==> src/nta_pkg.sv <==
// ----------------------------------------------------------------------------
// nta_pkg
// Shared constants, codes and helpers of the neighbour table with aging.
// ----------------------------------------------------------------------------
`default_nettype none

package nta_pkg;

  localparam int TABLE_ENTRIES = 16;
  localparam int IDX_W         = (TABLE_ENTRIES > 1) ? $clog2(TABLE_ENTRIES) : 1;
  localparam int CNT_W         = $clog2(TABLE_ENTRIES + 1);

  localparam logic [7:0] TIMEOUT_RESET = 8'd15;
  localparam logic [4:0] COUNT_MAX     = 5'd31;

  // request codes
  localparam logic [1:0] REQ_HELLO = 2'd0;
  localparam logic [1:0] REQ_TICK  = 2'd1;
  localparam logic [1:0] REQ_READ  = 2'd2;

  // clamp an internal count onto the 5-bit result fields
  function automatic logic [4:0] sat_count(input logic [CNT_W-1:0] n);
    logic [4:0] r;
    if (32'(n) > 32'(COUNT_MAX)) begin
      r = COUNT_MAX;
    end else begin
      r = 5'(n);
    end
    return r;
  endfunction

endpackage

`default_nettype wire

==> src/nta_if.sv <==
// ----------------------------------------------------------------------------
// nta channel interfaces
// Request and result channels with valid/ready handshake.
// ----------------------------------------------------------------------------
`default_nettype none

interface nta_req_if;
  logic        valid;
  logic        ready;
  logic [1:0]  req_type;
  logic [31:0] router_id;
  logic [31:0] source_ip;
  logic [31:0] net_mask;
  logic [3:0]  slot_index;

  modport source (output valid, req_type, router_id, source_ip, net_mask, slot_index,
                  input ready);
  modport sink   (input valid, req_type, router_id, source_ip, net_mask, slot_index,
                  output ready);
endinterface

interface nta_res_if;
  logic        valid;
  logic        ready;
  logic        table_changed;
  logic        new_neighbour;
  logic        table_full_drop;
  logic [4:0]  expired_count;
  logic [4:0]  neighbour_count;
  logic        read_valid;
  logic [31:0] read_router_id;
  logic [31:0] read_network;
  logic [31:0] read_mask;

  modport source (output valid, table_changed, new_neighbour, table_full_drop,
                  expired_count, neighbour_count, read_valid, read_router_id,
                  read_network, read_mask,
                  input ready);
  modport sink   (input valid, table_changed, new_neighbour, table_full_drop,
                  expired_count, neighbour_count, read_valid, read_router_id,
                  read_network, read_mask,
                  output ready);
endinterface

`default_nettype wire

==> src/neighbour_table_with_aging_top.sv <==
// ----------------------------------------------------------------------------
// neighbour_table_with_aging_top
// Neighbour table of a link-state router with hello refresh and tick aging.
// ----------------------------------------------------------------------------
// Usage:
//   in_item  : request channel. req_type 0 = hello (router_id, source_ip,
//              net_mask), 1 = one-second tick, 2 = read slot_index.
//   out_res  : one result per request, valid/ready.
//   cfg_we / cfg_wdata : timeout in ticks, write only while idle.
// Timing:
//   hello and tick run one pass over all slots through a single table read
//   port, one slot per cycle; after the scan a hello passes ST_UPDATE and
//   then ST_DONE, a tick goes straight to ST_DONE, a read ST_READ, ST_DONE.
//   one request is in flight at a time; in_item.ready is high only when idle.
// Reset: all slots empty, timeout 15, no result pending. Table payload is
//   not cleared; only the valid bits are.
// Stall: a finished result waits in the output register; the block goes idle
//   and may take the next request, but holds that one's result until the
//   pending result transfers.
// ----------------------------------------------------------------------------
`default_nettype none

module neighbour_table_with_aging_top
  import nta_pkg::*;
(
  input  wire logic  clk,
  input  wire logic  rst_n,
  nta_req_if.sink    in_item,
  nta_res_if.source  out_res,
  input  wire logic       cfg_we,
  input  wire logic [7:0] cfg_wdata
);

  typedef enum logic [4:0] {
    ST_IDLE   = 5'b00001,
    ST_SCAN   = 5'b00010,
    ST_UPDATE = 5'b00100,
    ST_READ   = 5'b01000,
    ST_DONE   = 5'b10000
  } state_t;

  // table storage
  logic [31:0] id_mem   [TABLE_ENTRIES];
  logic [31:0] addr_mem [TABLE_ENTRIES];
  logic [31:0] mask_mem [TABLE_ENTRIES];
  logic [7:0]  age_mem  [TABLE_ENTRIES];

  logic [TABLE_ENTRIES-1:0] valid_r, valid_nxt;
  state_t                   state_r, state_nxt;
  logic [7:0]               timeout_r;

  // latched request
  logic [1:0]  req_r;
  logic [31:0] rid_r, src_r, msk_r;
  logic [3:0]  slot_r;

  // scan control
  logic [CNT_W-1:0] cnt_r, cnt_nxt;
  logic             pend_r, pend_nxt;
  logic [IDX_W-1:0] pend_idx_r, pend_idx_nxt;
  logic             found_r, found_nxt, free_r, free_nxt;
  logic [IDX_W-1:0] hit_r, hit_nxt, free_idx_r, free_idx_nxt;
  logic [CNT_W-1:0] exp_r, exp_nxt, nb_r, nb_nxt;
  logic             ins_r, ins_nxt, drop_r, drop_nxt;

  // read port
  logic             rd_en;
  logic [IDX_W-1:0] rd_addr;
  logic [31:0]      id_q, addr_q, mask_q;
  logic [7:0]       age_q;

  // write port
  logic             wr_id_en, wr_data_en, wr_age_en;
  logic [IDX_W-1:0] wr_addr;
  logic [7:0]       wr_age;

  // result register
  logic        out_valid_r;
  logic        out_changed_r, out_new_r, out_drop_r, out_rvalid_r;
  logic [4:0]  out_exp_r, out_nb_r;
  logic [31:0] out_rid_r, out_net_r, out_mask_r;
  logic        out_load;

  logic        in_fire, scan_last, slot_ok;
  logic [8:0]  age_inc;
  logic        age_expire;

  assign in_fire   = in_item.valid && in_item.ready;
  assign scan_last = (cnt_r == CNT_W'(TABLE_ENTRIES));
  assign slot_ok   = (32'(slot_r) < 32'(TABLE_ENTRIES));
  assign age_inc   = {1'b0, age_q} + 9'd1;
  assign age_expire = (age_inc >= {1'b0, timeout_r});
  assign out_load  = (state_r == ST_DONE) && (!out_valid_r || out_res.ready);

  assign rd_en   = ((state_r == ST_SCAN) && !scan_last) || (state_r == ST_READ);
  assign rd_addr = (state_r == ST_READ) ? IDX_W'(slot_r) : cnt_r[IDX_W-1:0];

  always_comb begin
    state_nxt    = state_r;
    valid_nxt    = valid_r;
    cnt_nxt      = cnt_r;
    pend_nxt     = 1'b0;
    pend_idx_nxt = cnt_r[IDX_W-1:0];
    found_nxt    = found_r;
    free_nxt     = free_r;
    hit_nxt      = hit_r;
    free_idx_nxt = free_idx_r;
    exp_nxt      = exp_r;
    nb_nxt       = nb_r;
    ins_nxt      = ins_r;
    drop_nxt     = drop_r;
    wr_id_en     = 1'b0;
    wr_data_en   = 1'b0;
    wr_age_en    = 1'b0;
    wr_addr      = pend_idx_r;
    wr_age       = 8'd0;

    case (state_r)
      ST_IDLE: begin
        if (in_fire) begin
          cnt_nxt   = '0;
          found_nxt = 1'b0;
          free_nxt  = 1'b0;
          exp_nxt   = '0;
          ins_nxt   = 1'b0;
          drop_nxt  = 1'b0;
          case (in_item.req_type)
            REQ_HELLO, REQ_TICK: state_nxt = ST_SCAN;
            REQ_READ:            state_nxt = ST_READ;
            default:             state_nxt = ST_DONE;
          endcase
        end
      end
      ST_SCAN: begin
        if (!scan_last) begin
          cnt_nxt  = cnt_r + CNT_W'(1);
          pend_nxt = 1'b1;
        end
        // evaluate the slot whose data came back this cycle
        if (pend_r) begin
          if (req_r == REQ_HELLO) begin
            if (valid_r[pend_idx_r]) begin
              if (!found_r && id_q == rid_r) begin
                found_nxt = 1'b1;
                hit_nxt   = pend_idx_r;
              end
            end else if (!free_r) begin
              free_nxt     = 1'b1;
              free_idx_nxt = pend_idx_r;
            end
          end else if (valid_r[pend_idx_r]) begin
            if (age_expire) begin
              valid_nxt[pend_idx_r] = 1'b0;
              exp_nxt = exp_r + CNT_W'(1);
              nb_nxt  = nb_r - CNT_W'(1);
            end else begin
              wr_age_en = 1'b1;
              wr_age    = age_inc[7:0];
            end
          end
        end
        if (scan_last) begin
          state_nxt = (req_r == REQ_HELLO) ? ST_UPDATE : ST_DONE;
        end
      end
      ST_UPDATE: begin
        if (found_r) begin
          wr_addr    = hit_r;
          wr_data_en = 1'b1;
          wr_age_en  = 1'b1;
        end else if (free_r) begin
          wr_addr    = free_idx_r;
          wr_id_en   = 1'b1;
          wr_data_en = 1'b1;
          wr_age_en  = 1'b1;
          valid_nxt[free_idx_r] = 1'b1;
          nb_nxt  = nb_r + CNT_W'(1);
          ins_nxt = 1'b1;
        end else begin
          drop_nxt = 1'b1;
        end
        state_nxt = ST_DONE;
      end
      ST_READ: begin
        state_nxt = ST_DONE;
      end
      ST_DONE: begin
        if (out_load) begin
          state_nxt = ST_IDLE;
        end
      end
      default: begin
        state_nxt = ST_IDLE;
      end
    endcase
  end

  always_ff @(posedge clk) begin
    if (!rst_n) begin
      state_r   <= ST_IDLE;
      valid_r   <= '0;
      nb_r      <= '0;
      timeout_r <= TIMEOUT_RESET;
      pend_r    <= 1'b0;
      cnt_r     <= '0;
    end else begin
      state_r <= state_nxt;
      valid_r <= valid_nxt;
      nb_r    <= nb_nxt;
      pend_r  <= pend_nxt;
      cnt_r   <= cnt_nxt;
      if (cfg_we) begin
        timeout_r <= cfg_wdata;
      end
    end
  end

  always_ff @(posedge clk) begin
    pend_idx_r <= pend_idx_nxt;
    found_r    <= found_nxt;
    free_r     <= free_nxt;
    hit_r      <= hit_nxt;
    free_idx_r <= free_idx_nxt;
    exp_r      <= exp_nxt;
    ins_r      <= ins_nxt;
    drop_r     <= drop_nxt;
    if (in_fire) begin
      req_r  <= in_item.req_type;
      rid_r  <= in_item.router_id;
      src_r  <= in_item.source_ip;
      msk_r  <= in_item.net_mask;
      slot_r <= in_item.slot_index;
    end
  end

  // table memories: one write and one registered read per cycle
  always_ff @(posedge clk) begin
    if (wr_id_en) begin
      id_mem[wr_addr] <= rid_r;
    end
    if (wr_data_en) begin
      addr_mem[wr_addr] <= src_r;
      mask_mem[wr_addr] <= msk_r;
    end
    if (wr_age_en) begin
      age_mem[wr_addr] <= wr_age;
    end
    if (rd_en) begin
      id_q   <= id_mem[rd_addr];
      addr_q <= addr_mem[rd_addr];
      mask_q <= mask_mem[rd_addr];
      age_q  <= age_mem[rd_addr];
    end
  end

  // result register
  always_ff @(posedge clk) begin
    if (!rst_n) begin
      out_valid_r <= 1'b0;
    end else if (out_load) begin
      out_valid_r <= 1'b1;
    end else if (out_res.ready) begin
      out_valid_r <= 1'b0;
    end
  end

  always_ff @(posedge clk) begin
    if (out_load) begin
      out_changed_r <= 1'b0;
      out_new_r     <= 1'b0;
      out_drop_r    <= 1'b0;
      out_exp_r     <= 5'd0;
      out_rvalid_r  <= 1'b0;
      out_rid_r     <= 32'd0;
      out_net_r     <= 32'd0;
      out_mask_r    <= 32'd0;
      out_nb_r      <= sat_count(nb_r);
      case (req_r)
        REQ_HELLO: begin
          out_changed_r <= ins_r;
          out_new_r     <= ins_r;
          out_drop_r    <= drop_r;
        end
        REQ_TICK: begin
          out_changed_r <= (exp_r != '0);
          out_exp_r     <= sat_count(exp_r);
        end
        REQ_READ: begin
          if (slot_ok && valid_r[IDX_W'(slot_r)]) begin
            out_rvalid_r <= 1'b1;
            out_rid_r    <= id_q;
            out_net_r    <= addr_q & mask_q;
            out_mask_r   <= mask_q;
          end
        end
        default: begin
          out_changed_r <= 1'b0;
        end
      endcase
    end
  end

  assign in_item.ready           = (state_r == ST_IDLE);
  assign out_res.valid           = out_valid_r;
  assign out_res.table_changed   = out_changed_r;
  assign out_res.new_neighbour   = out_new_r;
  assign out_res.table_full_drop = out_drop_r;
  assign out_res.expired_count   = out_exp_r;
  assign out_res.neighbour_count = out_nb_r;
  assign out_res.read_valid      = out_rvalid_r;
  assign out_res.read_router_id  = out_rid_r;
  assign out_res.read_network    = out_net_r;
  assign out_res.read_mask       = out_mask_r;

  // running count matches the valid bits between requests
  a_count_matches: assert property (@(posedge clk) disable iff (!rst_n)
    (state_r == ST_IDLE) |-> (32'(nb_r) == $countones(valid_r)))
    else $error("neighbour count out of step with valid bits");

  a_leave_idle: assert property (@(posedge clk) disable iff (!rst_n)
    in_fire |=> (state_r != ST_IDLE))
    else $error("request transfer did not start work");

  a_changed_cause: assert property (@(posedge clk) disable iff (!rst_n)
    (out_valid_r && out_changed_r) |-> (out_new_r || (out_exp_r != 5'd0)))
    else $error("table change reported without insert or expiry");

  a_drop_alone: assert property (@(posedge clk) disable iff (!rst_n)
    (out_valid_r && out_drop_r) |-> (!out_new_r && !out_changed_r))
    else $error("drop reported together with insert");

endmodule

`default_nettype wire

==> src/flat_wrapper.sv <==
// flat-port wrapper written by rule: the top's interface ports become plain ports
module neighbour_table_with_aging_top_flat import nta_pkg::*;
  (clk, rst_n, cfg_we, cfg_wdata, in_item_valid, in_item_req_type, in_item_router_id, in_item_source_ip, in_item_net_mask, in_item_slot_index, in_item_ready, out_res_valid, out_res_table_changed, out_res_new_neighbour, out_res_table_full_drop, out_res_expired_count, out_res_neighbour_count, out_res_read_valid, out_res_read_router_id, out_res_read_network, out_res_read_mask, out_res_ready);
  nta_req_if in_item_i ();
  nta_res_if out_res_i ();
  input  wire logic clk;
  input  wire logic rst_n;
  input  wire logic cfg_we;
  input  wire logic [7:0] cfg_wdata;
  input wire logic [$bits(in_item_i.valid)-1:0] in_item_valid;
  input wire logic [$bits(in_item_i.req_type)-1:0] in_item_req_type;
  input wire logic [$bits(in_item_i.router_id)-1:0] in_item_router_id;
  input wire logic [$bits(in_item_i.source_ip)-1:0] in_item_source_ip;
  input wire logic [$bits(in_item_i.net_mask)-1:0] in_item_net_mask;
  input wire logic [$bits(in_item_i.slot_index)-1:0] in_item_slot_index;
  output wire logic [$bits(in_item_i.ready)-1:0] in_item_ready;
  output wire logic [$bits(out_res_i.valid)-1:0] out_res_valid;
  output wire logic [$bits(out_res_i.table_changed)-1:0] out_res_table_changed;
  output wire logic [$bits(out_res_i.new_neighbour)-1:0] out_res_new_neighbour;
  output wire logic [$bits(out_res_i.table_full_drop)-1:0] out_res_table_full_drop;
  output wire logic [$bits(out_res_i.expired_count)-1:0] out_res_expired_count;
  output wire logic [$bits(out_res_i.neighbour_count)-1:0] out_res_neighbour_count;
  output wire logic [$bits(out_res_i.read_valid)-1:0] out_res_read_valid;
  output wire logic [$bits(out_res_i.read_router_id)-1:0] out_res_read_router_id;
  output wire logic [$bits(out_res_i.read_network)-1:0] out_res_read_network;
  output wire logic [$bits(out_res_i.read_mask)-1:0] out_res_read_mask;
  input wire logic [$bits(out_res_i.ready)-1:0] out_res_ready;
  assign in_item_i.valid = in_item_valid;
  assign in_item_i.req_type = in_item_req_type;
  assign in_item_i.router_id = in_item_router_id;
  assign in_item_i.source_ip = in_item_source_ip;
  assign in_item_i.net_mask = in_item_net_mask;
  assign in_item_i.slot_index = in_item_slot_index;
  assign in_item_ready = in_item_i.ready;
  assign out_res_valid = out_res_i.valid;
  assign out_res_table_changed = out_res_i.table_changed;
  assign out_res_new_neighbour = out_res_i.new_neighbour;
  assign out_res_table_full_drop = out_res_i.table_full_drop;
  assign out_res_expired_count = out_res_i.expired_count;
  assign out_res_neighbour_count = out_res_i.neighbour_count;
  assign out_res_read_valid = out_res_i.read_valid;
  assign out_res_read_router_id = out_res_i.read_router_id;
  assign out_res_read_network = out_res_i.read_network;
  assign out_res_read_mask = out_res_i.read_mask;
  assign out_res_i.ready = out_res_ready;
  neighbour_table_with_aging_top u_core (.clk(clk), .rst_n(rst_n), .in_item(in_item_i), .out_res(out_res_i), .cfg_we(cfg_we), .cfg_wdata(cfg_wdata));
endmodule
==> config.mk <==
export PLATFORM = sky130hd
export DESIGN_NAME = neighbour_table_with_aging_top_flat
export DESIGN_NICKNAME = d
export VERILOG_FILES = /design/src/nta_pkg.sv /design/src/nta_if.sv /design/src/neighbour_table_with_aging_top.sv /design/src/flat_wrapper.sv
export SDC_FILE = /design/constraint.sdc
export NUM_CORES = 2
export LEC_CHECK = 0
export BUFFER_PORTS_ARGS = -buffer_cell sky130_fd_sc_hd__buf_4
export CELL_PAD_IN_SITES_DETAIL_PLACEMENT = 0
export CELL_PAD_IN_SITES_GLOBAL_PLACEMENT = 1
export CORE_ASPECT_RATIO = 1.75
export CORE_UTILIZATION = 35
export DETAILED_ROUTE_END_ITERATION = 10
export PLACE_DENSITY_LB_ADDON = 0.12
export SLEW_MARGIN = 10
export SYNTH_ARGS = -nofsm -noshare
export SYNTH_HDL_FRONTEND = slang
export SYNTH_SLANG_ARGS = --single-unit
==> constraint.sdc <==
create_clock -name clk -period 19.9 [get_ports clk]
set_input_delay 3.98 -clock clk [delete_from_list [all_inputs] [get_ports clk]]
set_output_delay 3.98 -clock clk [all_outputs]
set_load 0.05 [all_outputs]
# Word level (Yosys, flattened, before mapping)
# Memory sizes are Yosys's and may differ from the RTL's. A register that Yosys moved wholly into a read port is not among the register bits.
# Index checks and enable logic that the tools add are counted.
# totals
inputBits	115
n_memories	4
out_inout_bits	112
mem_bits_rw	1664
wordCells	188
regBits	274
# op_classes
eq_ne	25
n_reduce_logical	32
addsub	5
order_cmp	6
mux	82
bitwise	5
# memory_table
name	depth	word_bits	rd	rd_clocked_by_memory_dff	wr	line_no	text
u_core.addr_mem	16	32	1	1	1	neighbour_table_with_aging_top.sv:44	logic [31:0] addr_mem [TABLE_ENTRIES];
u_core.id_mem	16	32	1	1	1	neighbour_table_with_aging_top.sv:43	logic [31:0] id_mem [TABLE_ENTRIES];
u_core.mask_mem	16	32	1	1	1	neighbour_table_with_aging_top.sv:45	logic [31:0] mask_mem [TABLE_ENTRIES];
u_core.age_mem	16	8	1	1	1	neighbour_table_with_aging_top.sv:46	logic [7:0] age_mem [TABLE_ENTRIES];
# op_table
operator	n
two-way mux 16 bit	6
two-way mux 5 bit	16
two-way mux 8 bit	5
one-hot mux 5 bit (2 select lines)	4
two-way mux 1 bit	35
AND 32 bit	1
== test 32 bit	1
one-hot mux 16 bit (2 select lines)	1
one-hot mux 5 bit (4 select lines)	1
!= test 2 bit, second input constant	9
AND 16 bit	1
two-way mux 4 bit	4
inverter 16 bit	1
bitwise OR 16 bit	1
adder 5 x 1 -> 5 bit, second input constant	3
less-than comparator 4 x 5 -> 1 bit, second input constant	3
one-hot mux 1 bit (2 select lines)	6
AND reduction 4 bit	3
AND reduction 6 bit	2
== test 5 bit, second input constant	2
!= test 2 x 1 -> 1 bit, second input constant	5
AND reduction 5 bit	2
adder 8 x 1 -> 9 bit, second input constant	1
greater-or-equal comparator 9 x 8 -> 1 bit	1
21 further kinds	41

# Depth between registers and ports, before layout
# depth
depth_word	11
mapped_depth	12
depth_no_buf	11

# Worst setup path after synthesis
# OpenSTA, ideal clock, no wires.
# synth_path
path_type	input -> register
start	in out_res_ready
end	reg u_core.out_exp_r[0] (netlist: u_core.out_res.expired_count[0]) (enable)
n_path_buf	0
t_required_ps	19308
arrival_ps	8959
setup_slack_ps	10349
setup_ps	592
path_stages	2
path_cell_list	nand2b_1 > nor2b_1
# synth_via
elab_chain_len	2
# synth_lines
item	line_no	text
start: declaration	flat_wrapper.sv:27	input wire logic [$bits(out_res_i.ready)-1:0] out_res_ready;
logical OR 1 bit	neighbour_table_with_aging_top.sv:93	assign out_load = (state_r == ST_DONE) && (!out_valid_r || out_res.ready);
logical AND 1 bit	neighbour_table_with_aging_top.sv:93	
net u_core.out_load	neighbour_table_with_aging_top.sv:82	logic out_load;
end signal: assignment	neighbour_table_with_aging_top.sv:286	out_exp_r <= sat_count(exp_r);
end: declaration	neighbour_table_with_aging_top.sv:80	logic [4:0] out_exp_r, out_nb_r;
# The timed path passes the listed nets, and every way through them passes these cells.
# A chain may end at the register's enable or synchronous reset.

# Final worst setup path
# layout_path
start	reg u_core.state_r[3]
end	out in_item_ready
# layout_via
elab_chain_len	1
# layout_lines
item	line_no	text
start: declaration	neighbour_table_with_aging_top.sv:49	state_t state_r, state_nxt;
start signal: assignment	neighbour_table_with_aging_top.sv:207	state_r <= state_nxt;
== test 5 x 1 -> 1 bit	neighbour_table_with_aging_top.sv:303	assign in_item.ready = (state_r == ST_IDLE);
end: declaration	flat_wrapper.sv:16	output wire logic [$bits(in_item_i.ready)-1:0] in_item_ready;
# Every way passes these cells.

==> impl_metrics.yaml <==
floorplanning:
  count_of_pins_on_the_block_boundary: 227
  die_wd_um: 369
  die_height_um: 644
  rows: 235
  initial_util: 0.352
  die-area_sq_um: 237000
  design.core.area_sq_um: 234000
cts:
  clock-sinks: 2042
  clock_tree_from_tritoncts: "yes"
  clkLatencyLatePin_ns: 0.87
  clkTransAtPathRegs_ns: 0.07
  cts_made_buffers: 199
  post-cts-setup-buffers: 0
  root_buffer: "clkbuf_16"
  cts.htree.levels: 4
  hold_buffers: 0
  post_cts_resize_count: 0
  clk_path_buf_depth: 4
synth:
  synthArstFlopShare: 0
  synth_seq_area_share: 0.739
  post_synthesis_average_cell_area_sq_um: 15.4
  synth_warnings: 0
  synth-main-ff-cell: "edfxtp_1"
  synthesis.nets: 5485
  syn_area_sq_um: 82400
  ys_seq_elements: 2042
  count_of_flip_flops_with_a_built_in_enable_after_synthesis: 1997
  synth_cell_types: 69
  synth_cells: 5353
routing:
  routed-via-count: 48900
  drt_wl_total_um: 273000
  drc: 0
  viasPerCell: 5.57
  drt_iter0_drc: 3576
  dr.pass1.iters: 5
  post_drt_wl_per_cell_um: 31.2
  antenna_left: 0
power_and_ir_drop:
  max-vdd-ir-drop_mv: 0.0634
  power_leakage_nw: 30.6
  cellPowerDensity_nw_per_um2: 97.0
timing:
  report.final.setup_viol: 0
  hold_violation_count_in_the_final_report: 0
  post_route_fraction_of_the_period_consumed_by_the_critical_path: 0.310
  period_needed_ns: 6.18
  final_critical_path_setup_slack_ns: 13.72
  rsz0062_at_grt: "false"
  fin_skew_ns: 0.0810
  max_slew_margin: 0.158
  slew_viol_final: 0
  setup_total_negative_slack_ns: 0
  max_freq_mhz: 162
  worst_max_slew_pin_slew_ns: 1.26
worst_hold_path:
  holdCritPathClass: "flop to flop"
place:
  buffer_ports.inserted: 226
  post-dp-hpwl_um: 151000
  dp_slack_ns: 13.22
  placer_congestion: 0.775
cells_and_area:
  area_growth_syn_to_fin_pct: 14.7
  finish.net_count: 5663
  ratio_of_cells_with_drive_above_1_in_the_final_layout: 0.155
  most_frequent_standard_cell_in_the_layout_excluding_fill_and_tap_cells: "edfxtp_1"
  mostFrequentLayoutCells: "1997 x edfxtp_1, 446 x nand2_1, 438 x a21oi_1"
flow_run:
  max_cap_viol_count: 0
outcome:
  outcome: "finished, final reports clean"
setup_path:
  crit_fanout: 11
  critical_path.endpoint_type: "primary output"
  critical_path_required_ns: 15.92
  cp_data_arrival_time_ns: 2.20
  critPathKind: "flop to primary output"
  cp-start-kind: "flop"
grt:
  number_of_global_route_vias_before_repair: 49700
  grt_first_pass_wirelength_um: 382000
  grt.total_usage: 0.226
  grt-ovfl-total: 0
  grt_antenna_before_repair: 11
  maximum_number_of_pins_on_one_net_before_global_route_repair: 140
[where the power goes]
group / switching (mW) / internal [mW]
Sequential: 0.111 / 4.80
Combinational: 0.172 / 0.0780
Clock: 1.67 / 2.33
Total: 1.95 / 7.21
[critical path: stages, from the launching register on]
cell     delay (ns)
dfxtp_1        0.50
nor3_1         0.27
and3b_1        0.36
buf_4          0.26
[sequential cells by signal (all words and copies together), names as in the netlist, 16 cells and up]
signal                         cells
u_core.rid_r                      32
u_core.valid_r                    16
u_core.id_mem                    512
u_core.addr_mem                  512
u_core.mask_mem                  512
u_core.msk_r                      32
u_core.out_res.read_mask          32
u_core.id_q                       32
u_core.mask_q                     32
u_core.addr_q                     32
u_core.age_mem                   128
u_core.out_res.read_router_id     32
u_core.src_r                      32
u_core.out_res.read_network       32
[cell usage after synthesis, drive strengths merged (20+ instances only)]
cell type,n,area [sq um]
a21oi,444,2220
mux2,107,1200
nor3,20,105
and3,35,219
o21ai,121,617
and2,75,469
xnor2,31,272
nor4,112,737
nand3,228,1140
a2111oi,198,1730
nand2,450,1690
dfxtp,45,901
clkbuf,222,833
nor2,76,302
mux2i,337,3370
edfxtp,1997,60000
inv,27,101
o22ai,100,626
buf,155,932
o221ai,103,1120
a311o,99,991
nor2b,211,1320
[layout make-up]
cell class	instances	area, sq um
multi-input combinational	2905	20100
clock inverter	114	1450
fill	21800	140000
sequential	2042	60900
tap	3081	3850
inverter	29	114
timing repair buffer	354	2760
antenna	8	20.0
clock buffer	240	5290
[per-stage QoR]
stage / instances / cell area, sq um / hold WS, ns / util / power (mW)
3_5_place_dp: 8411 / 87700 / 0.465 / 0.375 / 5.26
5_1_grt: 8766 / 94500 / 0.470 / 0.404 / 9.42
4_1_cts: 8765 / 94500 / 0.463 / 0.404 / 9.26
6_report: 8773 / 94500 / 0.470 / 0.404 / 9.16
3_3_place_gp: 8411 / 87700 / 0.456 / 0.375 / 5.26
2_1_floorplan: 5353 / 82400 / 0.329 / - / 5.09
[kinds of logic after synthesis]
logic type	after synthesis	synth area share
simple gates	1254	0.0767
fa+ha+maj	17	0.00267
flops	2042	0.739
xor+xnor	48	0.00510
compound gates	1129	0.0951
mux	457	0.0591
buf+inv	406	0.0227
[routing by layer]
| metal | part of all wire | vias up | global-route usage |
|---|---|---|---|
| li1 | - | 21500 | - |
| met1 | 0.39 | 25700 | 0.268 |
| met2 | 0.54 | 1261 | 0.424 |
| met3 | 0.038 | 391 | 0.0240 |
| met4 | 0.029 | 2 | 0.0661 |
| met5 | 0.000048 | - | 0 |
[path summary, 6_finish.rpt]
| check | to | startpoint | cells after the start | slack (ns) |
|---|---|---|---|---|
| worst min-delay path | u_core.pend_idx_r[3] | u_core.cnt_r[3] | 0 | 0.47 |
| worst max register to register | u_core.mask_q[14] | u_core.state_r[4] | 10 | 14.11 |
| worst min register to register | u_core.pend_idx_r[3] | u_core.cnt_r[3] | 0 | 0.47 |
| worst max-delay path | in_item_ready | u_core.state_r[3] | 3 | 13.72 |
Power figures use the tool's default switching activity.
